## config.mk

```make
export PLATFORM = sky130hd
export DESIGN_NAME = epoch_seconds_to_calendar
export DESIGN_NICKNAME = d
export VERILOG_FILES = /design/src/rtl/core/esc_pkg.sv /design/src/rtl/core/esc_divider.sv /design/src/rtl/core/esc_datapath.sv /design/src/rtl/core/esc_ctrl.sv /design/src/rtl/core/epoch_seconds_to_calendar.sv
export SDC_FILE = /design/constraint.sdc
export NUM_CORES = 2
export LEC_CHECK = 0
export ABC_AREA = 1
export BUFFER_PORTS_ARGS = -buffer_cell sky130_fd_sc_hd__buf_2
export CAP_MARGIN = 25
export CORE_MARGIN = 1.5
export CORE_UTILIZATION = 60
export CTS_CLUSTER_SIZE = 8
export DETAILED_ROUTE_END_ITERATION = 7
export HOLD_SLACK_MARGIN = 0.03
export PLACE_DENSITY_LB_ADDON = 0.15
export SLEW_MARGIN = 5
export SYNTH_ARGS = -nofsm -noshare
export SYNTH_HDL_FRONTEND = slang
export SYNTH_HIERARCHICAL = 1
export SYNTH_SLANG_ARGS = --single-unit
```

## constraint.sdc

```tcl
create_clock -name clk_i -period 6.9 [get_ports clk_i]
set_input_delay 0.345 -clock clk_i [delete_from_list [all_inputs] [get_ports clk_i]]
set_output_delay 0.345 -clock clk_i [all_outputs]
set_load 0.02 [all_outputs]
```

## src/rtl/core/esc_pkg.sv

```systemverilog
// Shared types and constants for the epoch-seconds to calendar converter.
// Holds the controller state enum, command/status structs, divider constants
// and the month table. No dependencies.
`default_nettype none

package esc_pkg;

  // Controller states
  typedef enum logic [3:0] {
    ST_IDLE,
    ST_DAY_GO,
    ST_DAY_WAIT,
    ST_HOUR_GO,
    ST_HOUR_WAIT,
    ST_MIN_GO,
    ST_MIN_WAIT,
    ST_YEAR_GO,
    ST_YEAR_WAIT,
    ST_BASE,
    ST_FIX,
    ST_MONTH,
    ST_DONE
  } state_e;

  // Which division the shared divider performs
  typedef enum logic [1:0] {
    DIV_DAY,
    DIV_HOUR,
    DIV_MIN,
    DIV_YEAR
  } div_sel_e;

  // Controller -> datapath
  typedef struct packed {
    logic     load;
    logic     div_start;
    logic     div_take;
    div_sel_e div_sel;
    logic     base_calc;
    logic     year_fix;
    logic     month_step;
    logic     publish;
  } cmd_t;

  // Datapath -> controller
  typedef struct packed {
    logic div_done;
    logic year_high;
    logic month_end;
  } status_t;

  localparam int unsigned DivW  = 32;
  localparam int unsigned DvsW  = 17;
  localparam int unsigned MulAW = 25;
  localparam int unsigned MulBW = 26;

  localparam logic [DvsW-1:0] SecsPerDay  = 17'd86400;
  localparam logic [DvsW-1:0] SecsPerHour = 17'd3600;
  localparam logic [DvsW-1:0] SecsPerMin  = 17'd60;
  localparam logic [DvsW-1:0] DaysPerYear = 17'd365;

  // Reciprocals, rounded up; exact over the operand ranges used
  localparam logic [MulBW-1:0] RecipDay  = 26'd50903317;  // 2^35 / 675, on secs >> 7
  localparam logic [MulBW-1:0] RecipHour = 26'd149131;    // 2^29 / 3600
  localparam logic [MulBW-1:0] RecipMin  = 26'd139811;    // 2^23 / 60
  localparam logic [MulBW-1:0] RecipYear = 26'd91930;     // 2^25 / 365

  localparam logic [11:0] EpochYear   = 12'd1970;
  localparam logic [11:0] SkipLeapYr  = 12'd2100;  // century year that is not leap
  localparam logic [17:0] DaysYearW   = 18'd365;
  localparam logic [17:0] LeapBase    = 18'd492;   // 1969 / 4
  localparam logic [3:0]  MonthLast   = 4'd11;     // December, zero based

  // Days in month (zero based), February follows the leap flag
  function automatic logic [4:0] month_len(input logic [3:0] mon, input logic leap);
    logic [4:0] len;
    unique case (mon)
      4'd1:                      len = leap ? 5'd29 : 5'd28;
      4'd3, 4'd5, 4'd8, 4'd10:   len = 5'd30;
      default:                   len = 5'd31;
    endcase
    return len;
  endfunction

endpackage

`default_nettype wire

```

## src/rtl/core/esc_divider.sv

```systemverilog
// Constant divider shared by the four divisions of the converter: reciprocal
// multiply for the quotient, then multiply and subtract for the remainder.
// Depends on esc_pkg.
`default_nettype none

module esc_divider (
  input  wire logic                      clk_i,
  input  wire logic                      rst_ni,
  input  wire logic                      start_i,
  input  wire esc_pkg::div_sel_e         sel_i,
  input  wire logic [esc_pkg::DivW-1:0]  dividend_i,
  output logic      [esc_pkg::DivW-1:0]  quot_o,
  output logic      [esc_pkg::DvsW-1:0]  rem_o,
  output logic                           done_o
);

  localparam int unsigned ProdW = esc_pkg::MulAW + esc_pkg::MulBW;

  logic                        mul_q;   // operand loaded, quotient this cycle
  logic                        sub_q;   // quotient held, remainder this cycle
  logic                        done_q;
  esc_pkg::div_sel_e           sel_q;
  logic [esc_pkg::MulAW-1:0]   opnd_q;
  logic [esc_pkg::DvsW-1:0]    low_q;
  logic [15:0]                 quot_q;
  logic [esc_pkg::DvsW-1:0]    rem_q;
  logic [esc_pkg::MulAW-1:0]   opnd_d;
  logic [esc_pkg::MulBW-1:0]   recip;
  logic [esc_pkg::DvsW-1:0]    dvs;
  logic [ProdW-1:0]            prod;
  logic [15:0]                 quot_d;

  // multiplier operand; days use secs >> 7 since 86400 = 128 * 675
  always_comb begin
    if (sel_i == esc_pkg::DIV_DAY) begin
      opnd_d = dividend_i[esc_pkg::DivW-1:7];
    end else begin
      opnd_d = {8'd0, dividend_i[esc_pkg::DvsW-1:0]};
    end
  end

  // constants for the division in flight
  always_comb begin
    unique case (sel_q)
      esc_pkg::DIV_DAY: begin
        recip = esc_pkg::RecipDay;
        dvs   = esc_pkg::SecsPerDay;
      end
      esc_pkg::DIV_HOUR: begin
        recip = esc_pkg::RecipHour;
        dvs   = esc_pkg::SecsPerHour;
      end
      esc_pkg::DIV_MIN: begin
        recip = esc_pkg::RecipMin;
        dvs   = esc_pkg::SecsPerMin;
      end
      esc_pkg::DIV_YEAR: begin
        recip = esc_pkg::RecipYear;
        dvs   = esc_pkg::DaysPerYear;
      end
      default: begin
        recip = esc_pkg::RecipDay;
        dvs   = esc_pkg::SecsPerDay;
      end
    endcase
  end

  // quotient = (operand * reciprocal) >> shift
  always_comb begin
    prod = {{esc_pkg::MulBW{1'b0}}, opnd_q} * {{esc_pkg::MulAW{1'b0}}, recip};
    unique case (sel_q)
      esc_pkg::DIV_DAY:  quot_d = prod[50:35];
      esc_pkg::DIV_HOUR: quot_d = prod[44:29];
      esc_pkg::DIV_MIN:  quot_d = prod[38:23];
      esc_pkg::DIV_YEAR: quot_d = prod[40:25];
      default:           quot_d = prod[50:35];
    endcase
  end

  // stage valids
  always_ff @(posedge clk_i or negedge rst_ni) begin
    if (!rst_ni) begin
      mul_q  <= 1'b0;
      sub_q  <= 1'b0;
      done_q <= 1'b0;
    end else begin
      mul_q  <= start_i;
      sub_q  <= mul_q;
      done_q <= sub_q;
    end
  end

  // operands and results; remainder fits in the low DvsW bits
  always_ff @(posedge clk_i) begin
    if (start_i) begin
      sel_q  <= sel_i;
      opnd_q <= opnd_d;
      low_q  <= dividend_i[esc_pkg::DvsW-1:0];
    end
    if (mul_q) begin
      quot_q <= quot_d;
    end
    if (sub_q) begin
      rem_q <= low_q - ({1'b0, quot_q} * dvs);
    end
  end

  assign quot_o = {{(esc_pkg::DivW-16){1'b0}}, quot_q};
  assign rem_o  = rem_q;
  assign done_o = done_q;

endmodule

`default_nettype wire

```

## src/rtl/core/esc_datapath.sv

```systemverilog
// Datapath: working registers, shared divider, year fixup and month walk.
// Driven by esc_ctrl through cmd_t. Depends on esc_pkg and esc_divider.
`default_nettype none

module esc_datapath (
  input  wire logic             clk_i,
  input  wire logic             rst_ni,
  input  wire logic [31:0]      epoch_seconds_i,
  input  wire esc_pkg::cmd_t    cmd_i,
  output esc_pkg::status_t      status_o,
  output logic                  result_valid_o,
  output logic [11:0]           year_o,
  output logic [3:0]            month_o,
  output logic [4:0]            day_of_month_o,
  output logic [4:0]            hour_o,
  output logic [5:0]            minute_o,
  output logic [5:0]            second_o
);

  logic [31:0]                 t_q;
  logic [15:0]                 days_q;
  logic [16:0]                 rem_q;
  logic [11:0]                 year_q;
  logic [15:0]                 base_q;
  logic [3:0]                  mon_q;
  logic [4:0]                  hour_q;
  logic [5:0]                  minute_q;
  logic [5:0]                  second_q;
  logic                        valid_q;

  logic [esc_pkg::DivW-1:0]    dividend;
  logic [esc_pkg::DivW-1:0]    quot;
  logic [esc_pkg::DvsW-1:0]    div_rem;
  logic                        div_done;

  logic [11:0]                 year_off;
  logic [11:0]                 year_m1;
  logic                        past_skip;
  logic [17:0]                 base_next;
  logic                        leap;
  logic [4:0]                  mlen;

  // divider operand select
  always_comb begin
    unique case (cmd_i.div_sel)
      esc_pkg::DIV_DAY: begin
        dividend = t_q;
      end
      esc_pkg::DIV_HOUR: begin
        dividend = {15'd0, rem_q};
      end
      esc_pkg::DIV_MIN: begin
        dividend = {15'd0, rem_q};
      end
      esc_pkg::DIV_YEAR: begin
        dividend = {16'd0, days_q};
      end
      default: begin
        dividend = t_q;
      end
    endcase
  end

  esc_divider u_div (
    .clk_i      (clk_i),
    .rst_ni     (rst_ni),
    .start_i    (cmd_i.div_start),
    .sel_i      (cmd_i.div_sel),
    .dividend_i (dividend),
    .quot_o     (quot),
    .rem_o      (div_rem),
    .done_o     (div_done)
  );

  // Days before Jan 1 of year_q. Years are bounded to 1970..2106 by the
  // 32-bit input, so the only century terms are 2000 (leap) and 2100 (not).
  always_comb begin
    year_off  = year_q - esc_pkg::EpochYear;
    year_m1   = year_q - 12'd1;
    past_skip = (year_q > esc_pkg::SkipLeapYr);
    base_next = {10'd0, year_off[7:0]} * esc_pkg::DaysYearW
              + {8'd0, year_m1[11:2]} - esc_pkg::LeapBase - {17'd0, past_skip};
    leap      = (year_q[1:0] == 2'b00) && (year_q != esc_pkg::SkipLeapYr);
    mlen      = esc_pkg::month_len(mon_q, leap);
  end

  always_comb begin
    status_o.div_done  = div_done;
    status_o.year_high = (days_q < base_q);
    status_o.month_end = (mon_q == esc_pkg::MonthLast) || (days_q < {11'd0, mlen});
  end

  // working registers
  always_ff @(posedge clk_i) begin
    if (cmd_i.load) begin
      t_q <= epoch_seconds_i;
    end
    if (cmd_i.div_take) begin
      unique case (cmd_i.div_sel)
        esc_pkg::DIV_DAY: begin
          days_q <= quot[15:0];
          rem_q  <= div_rem;
        end
        esc_pkg::DIV_HOUR: begin
          hour_q <= quot[4:0];
          rem_q  <= div_rem;
        end
        esc_pkg::DIV_MIN: begin
          minute_q <= quot[5:0];
          second_q <= div_rem[5:0];
        end
        esc_pkg::DIV_YEAR: begin
          year_q <= esc_pkg::EpochYear + {4'd0, quot[7:0]};
        end
        default: begin
          days_q <= quot[15:0];
        end
      endcase
    end
    if (cmd_i.base_calc) begin
      base_q <= base_next[15:0];
    end
    // estimate too high by one year at most
    if (cmd_i.year_fix) begin
      mon_q <= '0;
      if (status_o.year_high) begin
        year_q <= year_q - 12'd1;
      end else begin
        days_q <= days_q - base_q;
      end
    end
    // one month per cycle
    if (cmd_i.month_step && !status_o.month_end) begin
      days_q <= days_q - {11'd0, mlen};
      mon_q  <= mon_q + 4'd1;
    end
  end

  // result registers
  always_ff @(posedge clk_i) begin
    if (cmd_i.publish) begin
      year_o         <= year_q;
      month_o        <= mon_q + 4'd1;
      day_of_month_o <= days_q[4:0] + 5'd1;
      hour_o         <= hour_q;
      minute_o       <= minute_q;
      second_o       <= second_q;
    end
  end

  always_ff @(posedge clk_i or negedge rst_ni) begin
    if (!rst_ni) begin
      valid_q <= 1'b0;
    end else begin
      valid_q <= cmd_i.publish;
    end
  end

  assign result_valid_o = valid_q;

endmodule

`default_nettype wire

```

## src/rtl/core/esc_ctrl.sv

```systemverilog
// Controller FSM: sequences the four divisions, year fixup and month walk.
// Talks to esc_datapath via cmd_t / status_t. Depends on esc_pkg.
`default_nettype none

module esc_ctrl (
  input  wire logic               clk_i,
  input  wire logic               rst_ni,
  input  wire logic               start,
  input  wire esc_pkg::status_t   status_i,
  output esc_pkg::cmd_t           cmd_o,
  output logic                    busy
);

  esc_pkg::state_e state_q;
  esc_pkg::state_e state_d;

  always_ff @(posedge clk_i or negedge rst_ni) begin
    if (!rst_ni) begin
      state_q <= esc_pkg::ST_IDLE;
    end else begin
      state_q <= state_d;
    end
  end

  // next state and commands
  always_comb begin
    state_d = state_q;
    cmd_o   = '0;
    cmd_o.div_sel = esc_pkg::DIV_DAY;
    unique case (state_q)
      esc_pkg::ST_IDLE: begin
        if (start) begin
          cmd_o.load = 1'b1;
          state_d    = esc_pkg::ST_DAY_GO;
        end
      end
      esc_pkg::ST_DAY_GO: begin
        cmd_o.div_start = 1'b1;
        state_d         = esc_pkg::ST_DAY_WAIT;
      end
      esc_pkg::ST_DAY_WAIT: begin
        if (status_i.div_done) begin
          cmd_o.div_take = 1'b1;
          state_d        = esc_pkg::ST_HOUR_GO;
        end
      end
      esc_pkg::ST_HOUR_GO: begin
        cmd_o.div_sel   = esc_pkg::DIV_HOUR;
        cmd_o.div_start = 1'b1;
        state_d         = esc_pkg::ST_HOUR_WAIT;
      end
      esc_pkg::ST_HOUR_WAIT: begin
        cmd_o.div_sel = esc_pkg::DIV_HOUR;
        if (status_i.div_done) begin
          cmd_o.div_take = 1'b1;
          state_d        = esc_pkg::ST_MIN_GO;
        end
      end
      esc_pkg::ST_MIN_GO: begin
        cmd_o.div_sel   = esc_pkg::DIV_MIN;
        cmd_o.div_start = 1'b1;
        state_d         = esc_pkg::ST_MIN_WAIT;
      end
      esc_pkg::ST_MIN_WAIT: begin
        cmd_o.div_sel = esc_pkg::DIV_MIN;
        if (status_i.div_done) begin
          cmd_o.div_take = 1'b1;
          state_d        = esc_pkg::ST_YEAR_GO;
        end
      end
      esc_pkg::ST_YEAR_GO: begin
        cmd_o.div_sel   = esc_pkg::DIV_YEAR;
        cmd_o.div_start = 1'b1;
        state_d         = esc_pkg::ST_YEAR_WAIT;
      end
      esc_pkg::ST_YEAR_WAIT: begin
        cmd_o.div_sel = esc_pkg::DIV_YEAR;
        if (status_i.div_done) begin
          cmd_o.div_take = 1'b1;
          state_d        = esc_pkg::ST_BASE;
        end
      end
      esc_pkg::ST_BASE: begin
        cmd_o.base_calc = 1'b1;
        state_d         = esc_pkg::ST_FIX;
      end
      // a too-high estimate steps the year back and recomputes the base
      esc_pkg::ST_FIX: begin
        cmd_o.year_fix = 1'b1;
        state_d = status_i.year_high ? esc_pkg::ST_BASE : esc_pkg::ST_MONTH;
      end
      esc_pkg::ST_MONTH: begin
        cmd_o.month_step = 1'b1;
        if (status_i.month_end) begin
          state_d = esc_pkg::ST_DONE;
        end
      end
      esc_pkg::ST_DONE: begin
        cmd_o.publish = 1'b1;
        state_d       = esc_pkg::ST_IDLE;
      end
      default: begin
        state_d = esc_pkg::ST_IDLE;
      end
    endcase
  end

  assign busy = (state_q != esc_pkg::ST_IDLE);

endmodule

`default_nettype wire

```

## src/rtl/core/epoch_seconds_to_calendar.sv

```systemverilog
// Top level of the epoch-seconds to calendar converter.
// Instantiates esc_ctrl and esc_datapath; uses esc_pkg types.
`default_nettype none

// Converts a 32-bit count of seconds since 1970-01-01 00:00:00 into
// Gregorian year, month, day of month, hour, minute and second.
//
// Command channel: a transaction is taken at a rising edge with start high
// and busy low; epoch_seconds_i is sampled at that edge. busy stays high
// while the item is worked on, and one item is converted at a time.
//
// Result channel: result_valid_o is high for exactly one cycle and the
// fields are valid in that cycle. The receiver cannot stall; the result
// registers hold until the next result overwrites them.
//
// Sequence: the four divisions (days, hours, minutes, years) run one after
// another in the shared constant divider; then the year base is computed, a
// year estimate that is one too high is stepped back with the base computed
// again, and the month walk steps through the months passed. busy drops in
// the cycle the strobe is shown, so a new item can follow it.
//
// Reset (rst_ni low, asynchronous): controller returns to idle, no strobe.

module epoch_seconds_to_calendar (
  input  wire logic        clk_i,
  input  wire logic        rst_ni,
  input  wire logic        start,
  output logic             busy,
  input  wire logic [31:0] epoch_seconds_i,
  output logic             result_valid_o,
  output logic [11:0]      year_o,
  output logic [3:0]       month_o,
  output logic [4:0]       day_of_month_o,
  output logic [4:0]       hour_o,
  output logic [5:0]       minute_o,
  output logic [5:0]       second_o
);

  esc_pkg::cmd_t    cmd;
  esc_pkg::status_t status;

  esc_ctrl u_ctrl (
    .clk_i    (clk_i),
    .rst_ni   (rst_ni),
    .start    (start),
    .status_i (status),
    .cmd_o    (cmd),
    .busy     (busy)
  );

  esc_datapath u_dp (
    .clk_i           (clk_i),
    .rst_ni          (rst_ni),
    .epoch_seconds_i (epoch_seconds_i),
    .cmd_i           (cmd),
    .status_o        (status),
    .result_valid_o  (result_valid_o),
    .year_o          (year_o),
    .month_o         (month_o),
    .day_of_month_o  (day_of_month_o),
    .hour_o          (hour_o),
    .minute_o        (minute_o),
    .second_o        (second_o)
  );

`ifndef SYNTHESIS
  // an accepted transaction makes the block busy
  a_accept_busy: assert property (@(posedge clk_i) disable iff (!rst_ni)
    (start && !busy) |=> busy)
    else $error("busy not raised after accepted transaction");

  // the strobe comes only once the item is finished
  a_valid_idle: assert property (@(posedge clk_i) disable iff (!rst_ni)
    result_valid_o |-> !busy)
    else $error("result strobe while busy");

  // one strobe per transaction
  a_single_strobe: assert property (@(posedge clk_i) disable iff (!rst_ni)
    result_valid_o |=> !result_valid_o)
    else $error("result strobe longer than one cycle");

  // calendar fields stay in range
  a_field_range: assert property (@(posedge clk_i) disable iff (!rst_ni)
    result_valid_o |-> (month_o >= 4'd1 && month_o <= 4'd12 &&
                        day_of_month_o != 5'd0 && hour_o <= 5'd23 &&
                        minute_o <= 6'd59 && second_o <= 6'd59 &&
                        year_o >= 12'd1970 && year_o <= 12'd2106))
    else $error("calendar field out of range");
`endif

endmodule

`default_nettype wire
```

# ---- After elaboration in Yosys (flattened, before gate mapping)
# Index checks and enable logic that the tools add are counted.
dict set report totals {
  ff_bits 237
  inputBits 35
  word_cells 132
}
dict set report op_classes {
  addsub 11
  n_mul 3
  order_cmp 3
  n_eq_ne 31
  muxes 36
  reduce_logical 22
}
# op count
set ops {}
lappend ops {{26-bit case mux with 4 select lines} 1}
lappend ops {{32-bit case mux with 3 select lines} 1}
lappend ops {{16-bit two-way mux} 5}
lappend ops {{17-bit case mux with 4 select lines} 1}
lappend ops {{16-bit case mux with 4 select lines} 1}
lappend ops {{25-bit by 26-bit multiplier with 51-bit output} 1}
lappend ops {{12-bit two-way mux} 4}
lappend ops {{4-bit case mux with 12 select lines} 1}
lappend ops {{4-bit equality test, second input constant} 8}
lappend ops {{4-bit two-way mux} 8}
lappend ops {{4-bit by 3-bit equality test with 1-bit output, second input constant} 5}
lappend ops {{16-bit by 17-bit multiplier with 17-bit output} 1}
lappend ops {{17-bit two-way mux} 1}
lappend ops {{17-bit subtractor} 1}
lappend ops {{16-bit by 10-bit adder with 16-bit output} 1}
lappend ops {{16-bit less-than comparator} 1}
lappend ops {{16-bit by 5-bit less-than comparator with 1-bit output} 1}
lappend ops {{8-bit by 9-bit multiplier with 16-bit output, second input constant} 1}
lappend ops {{16-bit by 1-bit subtractor with 16-bit output} 1}
lappend ops {{16-bit subtractor} 1}
lappend ops {{16-bit by 5-bit subtractor with 16-bit output} 1}
lappend ops {{16-bit by 9-bit subtractor with 16-bit output, second input constant} 1}
lappend ops {{11-bit by 8-bit adder with 12-bit output, first input constant} 1}
lappend ops {{4-bit by 2-bit equality test with 1-bit output, second input constant} 3}
lappend ops {{other kinds (26)} 55}

# ---- Logic depth before layout (Yosys ltp)
dict set report depth {
  ltp_word 9
  depth_mapped 36
}

# ---- Cells and area by module
# Netlist, hierarchy kept.
# module n_inst cells_each area_each_um2 seq_area_each_um2
set by_module_without_submodules {}
lappend by_module_without_submodules {esc_divider 1 2988 25154.1 2387.3}
lappend by_module_without_submodules {esc_datapath 1 1128 9982.1 4309.1}
lappend by_module_without_submodules {esc_ctrl 1 61 350.3 100.1}

# ---- Worst setup path before layout
# OpenSTA, ideal clock, no wires.
dict set report synth_path {
  path_type {reg2reg}
  from {register u_dp.u_div.sel_q[1]}
  to {register u_dp.u_div.quot_q[14] (data pin)}
  setup_time_ps 256
  arrival_time_ps 6744
  slack_ps -100
  path_stages_with_launch 33
  synth_period_minus_slack_ps 7000
  cell_sequence {edfxtp_1 -> inv_1 -> ha_1 -> buf_4 -> clkbuf_1 -> buf_1 -> nand2_1 -> inv_1 -> fa_1 -> fa_1 -> inv_1 -> fa_1 -> inv_1 -> fa_1 -> fa_1 -> fa_1 -> inv_1 -> fa_1 -> inv_1 -> ha_1 -> nand2_1 -> nand2_1 -> o21bai_1 -> nand2_1 -> nand2_1 -> a21oi_1 -> nand2_1 -> nand2_1 -> nand3_1 -> nand3_1 -> nand3_1 -> nand2_1 -> nand2_1}
}
dict set report synth_via {
  elab_chain_len 4
}
# item line
set synth_lines {}
lappend synth_lines {{start: declaration} esc_divider.sv:22} ;# esc_pkg::div_sel_e sel_q;
lappend synth_lines {{start signal: assignment} esc_divider.sv:96} ;# sel_q <= sel_i;
lappend synth_lines {{2-bit equality test, or another cell as far along} {esc_divider.sv:44, esc_divider.sv:71}}
lappend synth_lines {{26-bit case mux with 4 select lines} esc_divider.sv:44} ;# unique case (sel_q)
lappend synth_lines {{25-bit by 26-bit multiplier with 51-bit output} esc_divider.sv:70} ;# prod = {{esc_pkg::MulBW{1'b0}}, opnd_q} * {{esc_pkg::MulAW{1'b0}}, recip};
lappend synth_lines {{16-bit case mux with 4 select lines *} esc_divider.sv:71} ;# unique case (sel_q)
lappend synth_lines {{named net u_dp.u_div.quot_d[14]} esc_divider.sv:31} ;# logic [15:0] quot_d;
lappend synth_lines {{end signal: assignment} esc_divider.sv:101} ;# quot_q <= quot_d;
lappend synth_lines {{end: declaration} esc_divider.sv:25} ;# logic [15:0] quot_q;
# Mark *: on every way through the listed nets, which the timed path passes. The rest lies on a longest branch. The select of a mux whose other input is x is not followed.
# A chain may end at the register's enable or synchronous reset.

# ---- Final worst setup path
dict set report layout_path {
  from {register u_dp.u_div.sel_q[0]}
  to {register u_dp.u_div.quot_q[12] (data pin)}
}
# Same word-level chain as after synthesis.

==> flow_summary.toml <==
[status]
outcome = "finished, violations left"
violations = "negative setup slack"

[global_route]
gr-usage-met3_pct = 4.38
grt_usage_pct = 34.6
grt_start_max_net_pins = 47
globalRoute.totalOverflow = 0
grt_first_pass_wirelength_mm = 159
number_of_global_route_vias_before_repair = 28800
grt.met1_usage_pct = 45.2
met2_usage_pct = 57.9
grt_antenna_before_repair = 0
busiest_layer = "met2"

[logic_synthesis]
synthesized_area_per_cell_sq_um = 8.50
synth.net_count = 5144
yosys_warnings = 6
post_synth_instance_area_sq_mm = 0.0354
netlist_instances = 4160

[clocking]
clk_pin_slew_worst_paths_ns = 0.06
h_tree_level_count = 2
clock_insertion_delay_at_the_later_pin_of_the_skew_report_ns = 0.53
cts-buffers-inserted = 35
clk_path_buf_depth = 3
clk_root_buffer_cell = "sky130_fd_sc_hd__clkbuf_16"
cts_num_sinks = 237
cts_tree = "done"

[floorplanning]
floorplan.die.width_um = 246
ios = 75
floorplan.core_area_sq_mm = 0.0580
rows = 88
floorplan.die.height_um = 246
initial_core_utilization_pct = 60.9
die_area_sq_mm = 0.0604

[routing]
totalWireLength_mm = 101
post-route-drc-count = 0
initialDrtViolationCount = 2117
drt_first_pass_iters = 7
drt-vias-per-instance = 5.29
via_count = 28000
wire_per_inst_um = 19.0
route.antenna.remaining_nets = 0

[place]
dp_hpwl_mm = 84.5
gp_congestion = 1.02
placement.io_buffers = 74
detailedPlace.worstSlack_ns = -0.250

[sta]
setup_ws_ns = -0.140
worst_max_slew_margin_expressed_relative_to_the_limit_pct = 36.4
clock.fmax_mhz = 142
final_period_minus_worst_setup_slack_ns = 7.04
rsz_0062_raised_after_global_routing = "true"
fin_crit_share_pct = 102
worstMarginPinSlew_ns = 0.951
setup-violations-final = 16
finalHoldViolCount = 0
skew_ns = 0.0231
finalMaxSlewViolations = 0

[critical_path]
rr_worst_depth = 30
r2r_slack_ns = -0.14
worstPathMaxFanout = 14
kind_of_capture_point_of_the_worst_setup_path = "register"
critPathLaunchType = "register"
critical_path.most_common_cell = "sky130_fd_sc_hd__fa_1"
timing.critical_path.slowest_cell_delay_ns = 0.66
critical_path_required_ns = 7.19
crit_arrival_ns = 7.33
setup.worst_path.class = "reg2reg"
timing.critical_path.slowest_stage_cell = "sky130_fd_sc_hd__fa_1"

[worst_hold_path]
min-delay-path-class = "in2reg"
hold_depth = 1

[cells_and_area]
fraction_of_layout_instances_using_a_drive_strength_above_1_pct = 12.5
finalNetCount = 5493
area_growth_syn_to_layout_pct = 14.3

[job]
cap_viol_max_count = 0
-- critical path, delay by kind of cell (launching register included) --
kind            cells  cell delay (ns)
fa+ha+maj           9             4.16
compound gates      3             0.55
flops               1             0.44
simple gates       11             0.88
buf+inv             7             0.72
-- sequential cells by signal (all words and copies together) (netlist names), 12 cells and up --
name and cells:
u_dp/u_div/rem_o 17, u_dp/t_q 32, u_dp/base_q 16, u_dp/u_div/quot_q 16, u_dp/year_o 12, u_dp/u_div/opnd_q 25, u_dp/days_q 16, u_dp/year_q 12
u_dp/rem_q 17, u_dp/u_div/low_q 17
-- path summary, 6_finish.rpt --
check	end	start
worst max register to register	u_dp/u_div/quot_q[12]	u_dp/u_div/sel_q[0]
max in group asynchronous	u_ctrl/state_q[0]	rst_ni
worst max-delay path	u_dp/u_div/quot_q[12]	u_dp/u_div/sel_q[0]
worst min-delay path	u_dp/t_q[16]	epoch_seconds_i[16]
worst min register to register	u_dp/hour_o[2]	u_dp/hour_q[2]
min in group asynchronous	u_dp/u_div/mul_q	rst_ni
-- metrics by stage --
stage	instances	hold slack, ns	setup TNS [ns]	utilization (%)	area, sq um
6_report	5303	0.0518	-1.13	69.7	40400
5_1_grt	5301	0.0318	-5.39	69.7	40400
4_1_cts	5298	0.0355	-0.560	69.2	40200
3_5_place_dp	5201	0.211	-2.33	66.4	38500
3_3_place_gp	5201	0.211	-1.59	66.4	38500
2_1_floorplan	4160	0.0494	0	-	35400
-- routing by layer --
metal | up-vias | wire length, um
li1 | 13300 | -
met1 | 13400 | 40100
met2 | 1109 | 48200
met3 | 242 | 7270
met4 | 0 | 5180
met5 | - | 0
-- area by class of cell --
type	instances	area (sq um)
Multi-Input combinational cell	2711	24400
Fill cell	4710	17600
Sequential cell	237	6800
Inverter	1135	4260
Timing Repair Buffer	389	2940
Clock buffer	61	983
Tap cell	765	957
Clock inverter	3	55.1
Antenna cell	2	5.00
-- layout by cell type, fill, tap and decap left out, types with 15 or more instances in the layout --
master	n
sky130_fd_sc_hd__o21ai_1	23
sky130_fd_sc_hd__nor2_2	41
sky130_fd_sc_hd__inv_1	1121
sky130_fd_sc_hd__a21oi_2	18
sky130_fd_sc_hd__o21ai_0	91
sky130_fd_sc_hd__buf_2	74
sky130_fd_sc_hd__a21oi_1	100
sky130_fd_sc_hd__o211ai_1	20
sky130_fd_sc_hd__nand2_1	792
sky130_fd_sc_hd__nand2_2	38
sky130_fd_sc_hd__dfxtp_1	28
sky130_fd_sc_hd__fa_1	508
sky130_fd_sc_hd__nand3b_1	15
sky130_fd_sc_hd__edfxtp_1	201
sky130_fd_sc_hd__nand4_1	24
sky130_fd_sc_hd__clkbuf_1	25
sky130_fd_sc_hd__clkbuf_16	35
sky130_fd_sc_hd__xnor2_1	29
sky130_fd_sc_hd__xor2_1	52
sky130_fd_sc_hd__buf_4	273
sky130_fd_sc_hd__nand3_1	186
sky130_fd_sc_hd__dlygate4sd3_1	31
sky130_fd_sc_hd__ha_1	421
sky130_fd_sc_hd__nor2_1	229
-- what timing repair did --
item                                    CTS  global route
buffers inserted                          1             1
hold endpoints to repair                 38             0
cloned                                    1             0
hold buffers                             31             0
endpoints found under the setup margin   16            16
resized for setup                        79            53
pin swaps                                 7             1
Power is not shown: default switching activity piles up to over one toggle a cycle in this logic, so the estimate is an artifact.
